[config.mk]
export PLATFORM = sky130hd
export DESIGN_NAME = avr_opcode_mnemonic_decoder
export DESIGN_NICKNAME = d
export VERILOG_FILES = /design/src/rtl/avrdec_pkg.sv /design/src/rtl/avrdec_core.sv /design/src/rtl/avr_opcode_mnemonic_decoder.sv
export SDC_FILE = /design/constraint.sdc
export NUM_CORES = 1
export LEC_CHECK = 0
export BUFFER_PORTS_ARGS = -buffer_cell sky130_fd_sc_hd__buf_4
export CAP_MARGIN = 20
export CORE_MARGIN = 3
export CORE_UTILIZATION = 52
export DETAILED_ROUTE_END_ITERATION = 16
export GPL_TIMING_DRIVEN = 1
export PLACE_DENSITY = 0.76
export REMOVE_ABC_BUFFERS = 1
export SETUP_SLACK_MARGIN = 0.05
export SLEW_MARGIN = 20
export SYNTH_ARGS = -nofsm -noshare
export SYNTH_HDL_FRONTEND = slang
export SYNTH_SLANG_ARGS = --single-unit
[constraint.sdc]
create_clock -name clock -period 2.44 [get_ports clock]
set_clock_uncertainty 0.05 [all_clocks]
set_input_delay 0.122 -clock clock [delete_from_list [all_inputs] [get_ports clock]]
set_output_delay 0.122 -clock clock [all_outputs]
set_load 0.1 [all_outputs]
[src/rtl/avrdec_pkg.sv]
// ----------------------------------------------------------------------------
// avrdec_pkg
// Mnemonic codes shared by the decoder core and the top level.
// ----------------------------------------------------------------------------
package avrdec_pkg;

   localparam int unsigned OPCODE_W   = 32;
   localparam int unsigned MNEMONIC_W = 7;

   typedef enum logic [MNEMONIC_W-1:0] {
      MN_INVALID, MN_LDS, MN_STS, MN_JMP, MN_CALL, MN_BREAK, MN_NOP, MN_MOVW,
      MN_MULS, MN_CPC, MN_SBC, MN_ADD, MN_CP, MN_SUB, MN_ADC, MN_AND, MN_EOR,
      MN_OR, MN_MOV, MN_CPI, MN_SBCI, MN_SUBI, MN_ORI, MN_ANDI, MN_LDD, MN_STD,
      MN_LD, MN_LPM, MN_ELPM, MN_POP, MN_PUSH, MN_ST, MN_SEC, MN_IJMP, MN_SET,
      MN_SEI, MN_CLT, MN_CLI, MN_SLEEP, MN_WDR, MN_RET, MN_ICALL, MN_RETI,
      MN_COM, MN_NEG, MN_SWAP, MN_INC, MN_ASR, MN_LSR, MN_ROR, MN_DEC, MN_ADIW,
      MN_SBIW, MN_CBI, MN_SBI, MN_SBIS, MN_MUL, MN_IN, MN_OUT, MN_EXIT,
      MN_RJMP, MN_RCALL, MN_LDI, MN_BRCS, MN_BREQ, MN_BRMI, MN_BRLT, MN_BRTS,
      MN_BRPL, MN_BRCC, MN_BRNE, MN_BRGE, MN_BRTC, MN_BLD, MN_BST, MN_SBRC,
      MN_SBRS
   } mnemonic_type;

endpackage

[src/rtl/avrdec_core.sv]
// ----------------------------------------------------------------------------
// avrdec_core
// Combinational classification of one opcode word into a mnemonic code.
// Long two-word forms are tested on bits 31:16 first, then bits 15:0.
// ----------------------------------------------------------------------------
module avrdec_core (
   input  logic [avrdec_pkg::OPCODE_W-1:0] opcode_word,
   output avrdec_pkg::mnemonic_type        mnemonic
);

   logic [7:0] hi;
   logic [7:0] b2;
   logic [7:0] major;
   logic [7:0] minor;
   logic [3:0] nib;

   assign hi    = opcode_word[31:24];
   assign b2    = opcode_word[23:16];
   assign major = opcode_word[15:8];
   assign minor = opcode_word[7:0];
   assign nib   = opcode_word[3:0];

   function automatic avrdec_pkg::mnemonic_type quad_group(input logic [3:0] idx);
      case (idx)
         4'd1:    quad_group = avrdec_pkg::MN_CPC;
         4'd2:    quad_group = avrdec_pkg::MN_SBC;
         4'd3:    quad_group = avrdec_pkg::MN_ADD;
         4'd5:    quad_group = avrdec_pkg::MN_CP;
         4'd6:    quad_group = avrdec_pkg::MN_SUB;
         4'd7:    quad_group = avrdec_pkg::MN_ADC;
         4'd8:    quad_group = avrdec_pkg::MN_AND;
         4'd9:    quad_group = avrdec_pkg::MN_EOR;
         4'd10:   quad_group = avrdec_pkg::MN_OR;
         4'd11:   quad_group = avrdec_pkg::MN_MOV;
         default: quad_group = avrdec_pkg::MN_INVALID;
      endcase
   endfunction

   function automatic avrdec_pkg::mnemonic_type imm_group(input logic [2:0] idx);
      case (idx)
         3'd3:    imm_group = avrdec_pkg::MN_CPI;
         3'd4:    imm_group = avrdec_pkg::MN_SBCI;
         3'd5:    imm_group = avrdec_pkg::MN_SUBI;
         3'd6:    imm_group = avrdec_pkg::MN_ORI;
         3'd7:    imm_group = avrdec_pkg::MN_ANDI;
         default: imm_group = avrdec_pkg::MN_INVALID;
      endcase
   endfunction

   function automatic avrdec_pkg::mnemonic_type load_nib(input logic [3:0] n);
      case (n)
         4'h0:    load_nib = avrdec_pkg::MN_LDS;
         4'h1:    load_nib = avrdec_pkg::MN_LD;
         4'h2:    load_nib = avrdec_pkg::MN_LD;
         4'h4:    load_nib = avrdec_pkg::MN_LPM;
         4'h5:    load_nib = avrdec_pkg::MN_LPM;
         4'h7:    load_nib = avrdec_pkg::MN_ELPM;
         4'h9:    load_nib = avrdec_pkg::MN_LD;
         4'hA:    load_nib = avrdec_pkg::MN_LD;
         4'hC:    load_nib = avrdec_pkg::MN_LD;
         4'hD:    load_nib = avrdec_pkg::MN_LD;
         4'hF:    load_nib = avrdec_pkg::MN_POP;
         default: load_nib = avrdec_pkg::MN_INVALID;
      endcase
   endfunction

   function automatic avrdec_pkg::mnemonic_type store_nib(input logic [3:0] n);
      case (n)
         4'h0:    store_nib = avrdec_pkg::MN_STS;
         4'h1:    store_nib = avrdec_pkg::MN_STD;
         4'h2:    store_nib = avrdec_pkg::MN_STD;
         4'h9:    store_nib = avrdec_pkg::MN_STD;
         4'hA:    store_nib = avrdec_pkg::MN_STD;
         4'hC:    store_nib = avrdec_pkg::MN_ST;
         4'hD:    store_nib = avrdec_pkg::MN_ST;
         4'hE:    store_nib = avrdec_pkg::MN_ST;
         4'hF:    store_nib = avrdec_pkg::MN_PUSH;
         default: store_nib = avrdec_pkg::MN_INVALID;
      endcase
   endfunction

   function automatic avrdec_pkg::mnemonic_type unary_nib(input logic [3:0] n);
      case (n)
         4'h0:    unary_nib = avrdec_pkg::MN_COM;
         4'h1:    unary_nib = avrdec_pkg::MN_NEG;
         4'h2:    unary_nib = avrdec_pkg::MN_SWAP;
         4'h3:    unary_nib = avrdec_pkg::MN_INC;
         4'h5:    unary_nib = avrdec_pkg::MN_ASR;
         4'h6:    unary_nib = avrdec_pkg::MN_LSR;
         4'h7:    unary_nib = avrdec_pkg::MN_ROR;
         4'hA:    unary_nib = avrdec_pkg::MN_DEC;
         default: unary_nib = avrdec_pkg::MN_INVALID;
      endcase
   endfunction

   function automatic avrdec_pkg::mnemonic_type decode_9x(input logic [15:0] w);
      case (w)
         16'h9408: decode_9x = avrdec_pkg::MN_SEC;
         16'h9409: decode_9x = avrdec_pkg::MN_IJMP;
         16'h9468: decode_9x = avrdec_pkg::MN_SET;
         16'h9478: decode_9x = avrdec_pkg::MN_SEI;
         16'h94E8: decode_9x = avrdec_pkg::MN_CLT;
         16'h94F8: decode_9x = avrdec_pkg::MN_CLI;
         16'h9588: decode_9x = avrdec_pkg::MN_SLEEP;
         16'h95A8: decode_9x = avrdec_pkg::MN_WDR;
         16'h9508: decode_9x = avrdec_pkg::MN_RET;
         16'h9509: decode_9x = avrdec_pkg::MN_ICALL;
         16'h9518: decode_9x = avrdec_pkg::MN_RETI;
         default:  decode_9x = unary_nib(w[3:0]);
      endcase
   endfunction

   function automatic avrdec_pkg::mnemonic_type brset(input logic [2:0] c);
      case (c)
         3'd0:    brset = avrdec_pkg::MN_BRCS;
         3'd1:    brset = avrdec_pkg::MN_BREQ;
         3'd2:    brset = avrdec_pkg::MN_BRMI;
         3'd4:    brset = avrdec_pkg::MN_BRLT;
         3'd6:    brset = avrdec_pkg::MN_BRTS;
         default: brset = avrdec_pkg::MN_INVALID;
      endcase
   endfunction

   function automatic avrdec_pkg::mnemonic_type brclr(input logic [2:0] c);
      case (c)
         3'd0:    brclr = avrdec_pkg::MN_BRCC;
         3'd1:    brclr = avrdec_pkg::MN_BRNE;
         3'd2:    brclr = avrdec_pkg::MN_BRPL;
         3'd4:    brclr = avrdec_pkg::MN_BRGE;
         3'd6:    brclr = avrdec_pkg::MN_BRTC;
         default: brclr = avrdec_pkg::MN_INVALID;
      endcase
   endfunction

   always_comb begin
      if ((hi == 8'h90 || hi == 8'h91) && b2[3:0] == 4'h0) begin
         mnemonic = avrdec_pkg::MN_LDS;
      end else if ((hi == 8'h92 || hi == 8'h93) && b2[3:0] == 4'h0) begin
         mnemonic = avrdec_pkg::MN_STS;
      end else if ((hi == 8'h94 || hi == 8'h95) && (b2 == 8'h0C || b2 == 8'h0D)) begin
         mnemonic = avrdec_pkg::MN_JMP;
      end else if ((hi == 8'h94 || hi == 8'h95) && (b2 == 8'h0E || b2 == 8'h0F)) begin
         mnemonic = avrdec_pkg::MN_CALL;
      end else if (major == 8'h95 && minor == 8'h98) begin
         mnemonic = avrdec_pkg::MN_BREAK;
      end else if (major == 8'h00) begin
         mnemonic = (minor == 8'h00) ? avrdec_pkg::MN_NOP : avrdec_pkg::MN_INVALID;
      end else if (major == 8'h01) begin
         mnemonic = avrdec_pkg::MN_MOVW;
      end else if (major <= 8'h03) begin
         mnemonic = avrdec_pkg::MN_MULS;
      end else if (major <= 8'h2F) begin
         mnemonic = quad_group(major[5:2]);
      end else if (major <= 8'h7F) begin
         mnemonic = imm_group(major[6:4]);
      end else if (major <= 8'h8F || (major >= 8'hA0 && major <= 8'hAF)) begin
         mnemonic = major[1] ? avrdec_pkg::MN_STD : avrdec_pkg::MN_LDD;
      end else if (major <= 8'h91) begin
         mnemonic = load_nib(nib);
      end else if (major <= 8'h93) begin
         mnemonic = store_nib(nib);
      end else if (major <= 8'h95) begin
         mnemonic = decode_9x({major, minor});
      end else if (major == 8'h96) begin
         mnemonic = avrdec_pkg::MN_ADIW;
      end else if (major == 8'h97) begin
         mnemonic = avrdec_pkg::MN_SBIW;
      end else if (major == 8'h98) begin
         mnemonic = avrdec_pkg::MN_CBI;
      end else if (major == 8'h99) begin
         mnemonic = avrdec_pkg::MN_INVALID;
      end else if (major == 8'h9A) begin
         mnemonic = avrdec_pkg::MN_SBI;
      end else if (major == 8'h9B) begin
         mnemonic = avrdec_pkg::MN_SBIS;
      end else if (major <= 8'h9F) begin
         mnemonic = avrdec_pkg::MN_MUL;
      end else if (major <= 8'hB7) begin
         mnemonic = avrdec_pkg::MN_IN;
      end else if (major <= 8'hBF) begin
         mnemonic = avrdec_pkg::MN_OUT;
      end else if (major <= 8'hCF) begin
         mnemonic = (major == 8'hCF && minor == 8'hFF) ? avrdec_pkg::MN_EXIT
                                                        : avrdec_pkg::MN_RJMP;
      end else if (major <= 8'hDF) begin
         mnemonic = avrdec_pkg::MN_RCALL;
      end else if (major <= 8'hEF) begin
         mnemonic = avrdec_pkg::MN_LDI;
      end else if (major <= 8'hF3) begin
         mnemonic = brset(minor[2:0]);
      end else if (major <= 8'hF7) begin
         mnemonic = brclr(minor[2:0]);
      end else if (major <= 8'hF9) begin
         mnemonic = nib[3] ? avrdec_pkg::MN_INVALID : avrdec_pkg::MN_BLD;
      end else if (major <= 8'hFB) begin
         mnemonic = avrdec_pkg::MN_BST;
      end else if (major <= 8'hFD) begin
         mnemonic = avrdec_pkg::MN_SBRC;
      end else begin
         mnemonic = avrdec_pkg::MN_SBRS;
      end
   end

endmodule

[src/rtl/avr_opcode_mnemonic_decoder.sv]
// ----------------------------------------------------------------------------
// avr_opcode_mnemonic_decoder
// Opcode word register, decode, mnemonic result register.
//
//   channel   direction  signals
//   req       in         req_valid, req_ready, req_opcode_word[31:0]
//   rsp       out        rsp_valid, rsp_ready, rsp_mnemonic[6:0]
//
// One transaction per cycle sustained while rsp_ready stays high; an accepted
// word passes the input register, then the decode into the result register.
// Synchronous reset empties both stages.
// A stalled rsp holds its result; the input stage keeps accepting until
// both stages are full, so req_ready drops only with rsp_ready low.
// ----------------------------------------------------------------------------
module avr_opcode_mnemonic_decoder (
   input  logic                                   clock,
   input  logic                                   reset,
   input  logic                                   req_valid,
   output logic                                   req_ready,
   input  logic [avrdec_pkg::OPCODE_W-1:0]        req_opcode_word,
   output logic                                   rsp_valid,
   input  logic                                   rsp_ready,
   output logic [avrdec_pkg::MNEMONIC_W-1:0]      rsp_mnemonic
);

   logic                                s1_valid_ff;
   logic                                s1_valid_in;
   logic [avrdec_pkg::OPCODE_W-1:0]     s1_opcode_ff;
   logic                                rsp_valid_ff;
   logic                                rsp_valid_in;
   avrdec_pkg::mnemonic_type            rsp_mnemonic_ff;
   avrdec_pkg::mnemonic_type            rsp_mnemonic_in;
   logic                                s2_load;
   logic                                s1_load;

   avrdec_core u_core (
      .opcode_word (s1_opcode_ff),
      .mnemonic    (rsp_mnemonic_in)
   );

   assign s2_load   = s1_valid_ff && (!rsp_valid_ff || rsp_ready);
   assign req_ready = !s1_valid_ff || s2_load;
   assign s1_load   = req_valid && req_ready;

   assign s1_valid_in  = s1_load || (s1_valid_ff && !s2_load);
   assign rsp_valid_in = s2_load || (rsp_valid_ff && !rsp_ready);

   always_ff @(posedge clock) begin
      if (reset) begin
         s1_valid_ff  <= 1'b0;
         rsp_valid_ff <= 1'b0;
      end else begin
         s1_valid_ff  <= s1_valid_in;
         rsp_valid_ff <= rsp_valid_in;
      end
   end

   always_ff @(posedge clock) begin
      if (s1_load) begin
         s1_opcode_ff <= req_opcode_word;
      end
      if (s2_load) begin
         rsp_mnemonic_ff <= rsp_mnemonic_in;
      end
   end

   assign rsp_valid    = rsp_valid_ff;
   assign rsp_mnemonic = rsp_mnemonic_ff;

   a_accept_fills_s1 : assert property (@(posedge clock) disable iff (reset)
      s1_load |=> s1_valid_ff)
      else $error("accepted transaction not held in input stage");

   a_s2_load_gives_rsp : assert property (@(posedge clock) disable iff (reset)
      s2_load |=> rsp_valid_ff)
      else $error("decoded transaction not presented on rsp");

   a_full_stall_holds : assert property (@(posedge clock) disable iff (reset)
      (s1_valid_ff && rsp_valid_ff && !rsp_ready) |=>
         (s1_valid_ff && $stable(s1_opcode_ff)))
      else $error("input stage lost its transaction during a stall");

   a_ready_low_only_full : assert property (@(posedge clock) disable iff (reset)
      !req_ready |-> (s1_valid_ff && rsp_valid_ff && !rsp_ready))
      else $error("req_ready low without a full stalled pipeline");

endmodule
# After elaboration in Yosys (flattened, before gate mapping)
# Memory sizes are Yosys's and may differ from the RTL's. A register that Yosys moved wholly into a read port is not among the register bits.
# Index checks and enable logic that the tools add are counted.
dict set report word_totals {
  latch_bits 0
  register_bits 41
  rom_bits 336
  mem_count 4
  ram_bits 0
  word_cells 144
}
dict set report classes {
  shift 0
  n_lt_le_gt_ge 20
  eq_ne 41
  div 0
  mul 0
  bitwise 0
  reduce_logical 31
  n_mux 42
  add_sub_neg 0
}
# name words width rd rd_clocked_by_memory_dff write_ports line_no
set memory_table {}
lappend memory_table {{(no name shown)} 16 6 1 1 0 avrdec_core.sv:83} ;# case (n)
lappend memory_table {{(no name shown)} 16 5 1 1 0 avrdec_core.sv:24} ;# case (idx)
lappend memory_table {{(no name shown)} 16 5 1 1 0 avrdec_core.sv:51} ;# case (n)
lappend memory_table {{(no name shown)} 16 5 1 1 0 avrdec_core.sv:68} ;# case (n)
# op count
set ops {}
lappend ops {{$mux W7} 26}
lappend ops {{$eq A16 B16 Y1 const B} 11}
lappend ops {{$eq A8 B8 Y1 const B} 16}
lappend ops {{$le A8 B8 Y1 const B} 16}
lappend ops {{$pmux W7 S11} 1}
lappend ops {{$pmux W7 S5} 2}
lappend ops {{$eq A8 B4 Y1 const B} 4}
lappend ops {{$pmux W5 S5} 1}
lappend ops {{$eq A3 B3 Y1 const B} 6}
lappend ops {{$logic_not A8 Y1} 2}
lappend ops {{$mux W4} 4}
lappend ops {{$mux W3} 5}
lappend ops {{$logic_and A1 B1 Y1} 11}
lappend ops {{$logic_or A1 B1 Y1} 10}
lappend ops {{$eq A8 B1 Y1 const B} 1}
lappend ops {{$ge A8 B8 Y1 const B} 1}
lappend ops {{$le A8 B2 Y1 const B} 1}
lappend ops {{$le A8 B6 Y1 const B} 1}
lappend ops {{$le A8 B7 Y1 const B} 1}
lappend ops {{$eq A3 B2 Y1 const B} 2}
lappend ops {{$reduce_or A5 Y1} 1}
lappend ops {{$logic_not A1 Y1} 4}
lappend ops {{$logic_not A4 Y1} 1}
lappend ops {{$mux W2} 2}
lappend ops {{4 further kinds} 4}

# Depth between registers and ports, before layout
dict set report logic_depth {
  ltp_word 31
  mapped_depth 8
  depth_no_buf 8
}

# Cells and area by module
# Synthesis repeated with hierarchy kept, for this count alone.
dict set report unflattened {
  cells_unflattened 325
  area_unflattened_um2 2997.9
}
# module n_inst seq_area_each_um2 area_each_um2 cells_per_inst
set modules_own_cells {}
lappend modules_own_cells {avrdec_core 1 0.0 1722.9 276}
lappend modules_own_cells {avr_opcode_mnemonic_decoder 1 1211.2 1275.0 49}

# Least setup slack after synthesis
# No wires, ideal clock.
dict set report synth_path {
  path_kind {register to register}
  start {register rsp_valid_ff, in the netlist rsp_valid}
  end {register (tool-made name)}
  t_arrival_ns 3.865
  stages_incl_launch_ff 7
  required_ns 2.310
  slack_ns -1.555
  n_path_buf 0
  cell_sequence {dfxtp_1 nand3b_1 nand2_1 inv_1 o21ai_1 nand2_1 o22ai_1}
}
# element line_no
set synth_rtl {}
lappend synth_rtl {{from (decl)} avr_opcode_mnemonic_decoder.sv:29} ;# logic rsp_valid_ff;
lappend synth_rtl {{from (signal assigned)} avr_opcode_mnemonic_decoder.sv:54} ;# rsp_valid_ff <= rsp_valid_in;

# Worst setup path in the final report
dict set report layout_path {
  start {register s1_opcode_ff[11] (netlist bit)}
  end {register rsp_mnemonic_ff[3], in the netlist rsp_mnemonic[3] (data pin)}
}
dict set report layout_between {
  elab_chain_cells 25
  word_cells_on_any_way 67
  classes_between {order compare (18); eq/ne (19); mux (25); reduce/logical (5)}
}
# element line_no
set layout_lines {}
lappend layout_lines {{from (decl)} avr_opcode_mnemonic_decoder.sv:28} ;# logic [avrdec_pkg::OPCODE_W-1:0] s1_opcode_ff;
lappend layout_lines {{from (signal assigned)} avr_opcode_mnemonic_decoder.sv:60} ;# s1_opcode_ff <= req_opcode_word;
lappend layout_lines {{$le A8 B8 Y1} avrdec_core.sv:193} ;# end else if (major <= 8'hF9) begin
lappend layout_lines {{$mux W7} avrdec_core.sv:193}
lappend layout_lines {{$mux W7} avrdec_core.sv:191} ;# end else if (major <= 8'hF7) begin
lappend layout_lines {{$mux W7} avrdec_core.sv:189} ;# end else if (major <= 8'hF3) begin
lappend layout_lines {{$mux W7} avrdec_core.sv:187} ;# end else if (major <= 8'hEF) begin
lappend layout_lines {{$mux W7} avrdec_core.sv:185} ;# end else if (major <= 8'hDF) begin
lappend layout_lines {{$mux W7} avrdec_core.sv:182} ;# end else if (major <= 8'hCF) begin
lappend layout_lines {{$mux W7} avrdec_core.sv:180} ;# end else if (major <= 8'hBF) begin
lappend layout_lines {{(+9 left out)} n/a}
lappend layout_lines {{$mux W7} avrdec_core.sv:160} ;# end else if (major <= 8'h93) begin
lappend layout_lines {{$mux W7} avrdec_core.sv:158} ;# end else if (major <= 8'h91) begin
lappend layout_lines {{$mux W7} avrdec_core.sv:156} ;# end else if (major <= 8'h8F || (major >= 8'hA0 && major <= 8'hAF)) begin
lappend layout_lines {{$mux W7} avrdec_core.sv:154} ;# end else if (major <= 8'h7F) begin
lappend layout_lines {{$mux W7} avrdec_core.sv:152} ;# end else if (major <= 8'h2F) begin
lappend layout_lines {{$mux W7} avrdec_core.sv:150} ;# end else if (major <= 8'h03) begin
lappend layout_lines {{$mux W7} avrdec_core.sv:148} ;# end else if (major == 8'h01) begin
lappend layout_lines {{$mux W7} avrdec_core.sv:146} ;# end else if (major == 8'h00) begin
lappend layout_lines {{to (signal assigned)} avr_opcode_mnemonic_decoder.sv:63} ;# rsp_mnemonic_ff <= rsp_mnemonic_in;
lappend layout_lines {{to (decl)} avr_opcode_mnemonic_decoder.sv:31} ;# avrdec_pkg::mnemonic_type rsp_mnemonic_ff;
# Parallel ways exist; a longest one is shown, timed or not.
# A chain may end at the register's enable or synchronous reset.

==> results.toml <==
[outcome]
status = "finished, final reports clean"

[synthesis]
async_flop_share_pct = 0
syn_avg_cell_area_um2 = 9.70
netlist_area_um2 = 3410
synthCells = 352
ys.flop_type = "edfxtp_1"
synth_largest_area_cell = "edfxtp_1"
netlist-cell-type-count = 73
yosysSeqAreaShare_pct = 45.7
yosysWarnings = 0
synth-seq-cells = 59
synth.area.top_cells = "edfxtp_1 (33%), dfxtp_1 (12%), ha_1 (3.7%)"
synth_edf_count = 38
synth_top_area_share_pct = 33.4

[die]
start_util_pct = 55.7
die_h_um = 87.0
dieWidth_um = 87.0
dieArea_um2 = 7570
core_um2 = 6130
num_rows = 28
ios = 45

[global_route]
grt.total_usage_pct = 28.5
grt_remaining_overflow = 0
grt_pass1_wl_um = 16400
grt_max_degree = 32
antenna_found_initial = 0
grt_pass1_vias = 3298

[detailed_routing]
ant_nets = 0
wirelength_um = 10300
drtIter0Drc = 366
routed-via-count = 3345
first_pass_iters = 6
wire_per_inst_um = 19.3
drc = 0
vias_per_cell = 6.29

[worst_setup_path]
critical_path_class = "register to register"
cp-start-kind = "register"
cp.arrival_ns = 2.44
crit_fanout = 5
required_ns = 2.53
endpoint_kind = "register"

[place]
place_hpwl_um = 6560
post-place-ws_ns = -0.0302
port_buffers = 43
place_congestion = 0.961

[min_path]
min_path_type = "input port to register"

[cts]
cts.sinks = 59
clock_path_buffers = 2
cts_buffers = 9
cts_tree = "yes"
ctsHtreeMaxLevel = 3
insertion_delay_ns = 0.35
root_buffer = "clkbuf_8"
clkTransAtPathRegs_ns = 0.08

[timing]
rsz0062_at_grt = "true"
fin_crit_sh_pct = 96.0
fin_crit_ns = 2.34
finalSetupViolations = 0
hold_viol_final = 0
final_max_slew_viol_count = 0
max_freq_ghz = 0.427
slew_headroom_pct = 62.4
setup_tns_ns = 0
worst_slew_pin_slew_ns = 0.549
post-route-worst-setup-slack_ns = 0.0988
hold_ws_ns = 0.00902

[power]
cellLeakagePower_uw = 0.00188
sw_frac_of_total_pct = 28.9
p_int_uw = 1960
pwr-share-comb_pct = 19.6
seqPwrFrac_pct = 43.2
total_power_uw = 2750
peakVddDrop_uv = 571
p_per_area_nw_per_um2 = 595
p_switching_uw = 794
clockPowerShare_pct = 37.1

[final_layout]
n_antenna_cell = 0
layout-drive-gt1-share_pct = 25.8
fillerInstances = 434
final_core_util_pct = 75.3
area_delta_synth_final_pct = 35.3
final_nets = 498

[run]
max_cap_violations = 0
[power groups by stage]
stage	sequential (µW)	clock [µW]	combinational, µW
floorplan	1280	0	206
finish	1190	1020	540
global placement	1200	0	459
detailed placement	1210	0	467
CTS	1180	1020	514
global route	1190	1090	580
[worst max-delay path, stage by stage (launching register included)]
cell and delay, ns:
edfxtp_1 0.49, buf_4 0.19, o21a_1 0.20, o31ai_1 0.31
nand2_1 0.10, o211ai_1 0.32, a21oi_1 0.11, a2111oi_2 0.37
[repair_timing]
action                                  CTS  global route
hold endpoints to repair                 33             0
resized for setup                         2             9
setup buffers                             2             0
endpoints found under the setup margin    5             6
hold buffers                             33             0
pin swaps                                 3             5
[final timing paths]
| path | start | endpoint | slack [ns] | depth (start not counted) |
|---|---|---|---|---|
| worst max-delay path | s1_opcode_ff[11] | rsp_mnemonic[3] | 0.1 | 7 |
| worst min register to register | s1_valid_ff | rsp_valid | 0.45 | 2 |
| worst max register to register | s1_opcode_ff[11] | rsp_mnemonic[3] | 0.1 | 7 |
| worst min-delay path | rsp_ready | rsp_valid | 0.009 | 4 |
[stage by stage]
stage          std cells  area [µm²]
6_report             532        4620
5_1_grt              532        4620
3_5_place_dp         481        4000
4_1_cts              532        4580
3_3_place_gp         481        4000
2_1_floorplan        329        3310
[synthesized netlist by cell type (all sizes together), types with 4 or more instances]
master,number
nor4b,4
inv,18
nand3,17
nor4,9
a21oi,21
dfxtp,21
clkbuf,16
a211oi,4
o21ai,19
nand4,7
nor2,28
nor2b,10
mux2i,8
nor3,9
buf,7
nand2,27
o31ai,4
edfxtp,38
ha,10
[cells in the final DEF (no fill, tap or decap), drive strengths merged, types with 10 or more instances in the layout]
master       count
nand3           17
o21ai           19
dfxtp           21
nor2            28
ha              10
nand2           27
edfxtp          38
dlygate4sd3     33
inv             19
a21oi           21
buf             79
nor2b           10
[routing by layer]
layer	GRT usage, %	part of all wire [%]
met1	36.3	38
met2	47.8	50
met3	5.77	9.3
met4	10.5	2.7
met5	0	0
[kinds of logic after synthesis]
family / Yosys count / synth area share, %
simple gates: 137 / 23.4
compound gates: 92 / 18.5
flops: 59 / 45.7
buf+inv: 41 / 4.91
fa+ha+maj: 11 / 3.96
mux: 10 / 3.01
xor+xnor: 2 / 0.513
[cell type report]
type                    instances  area, µm²  area share [%]
clock buffers                   9        124            2.68
inverters                      18       67.6            1.46
repair buffers                112        936            20.3
clock inverters                 7        100            2.17
multi-input cells             252       1740            37.6
flip-flops and latches         59       1560            33.8
well taps                      75       93.8            2.03
No activity file was read; power rests on OpenSTA's default activity.
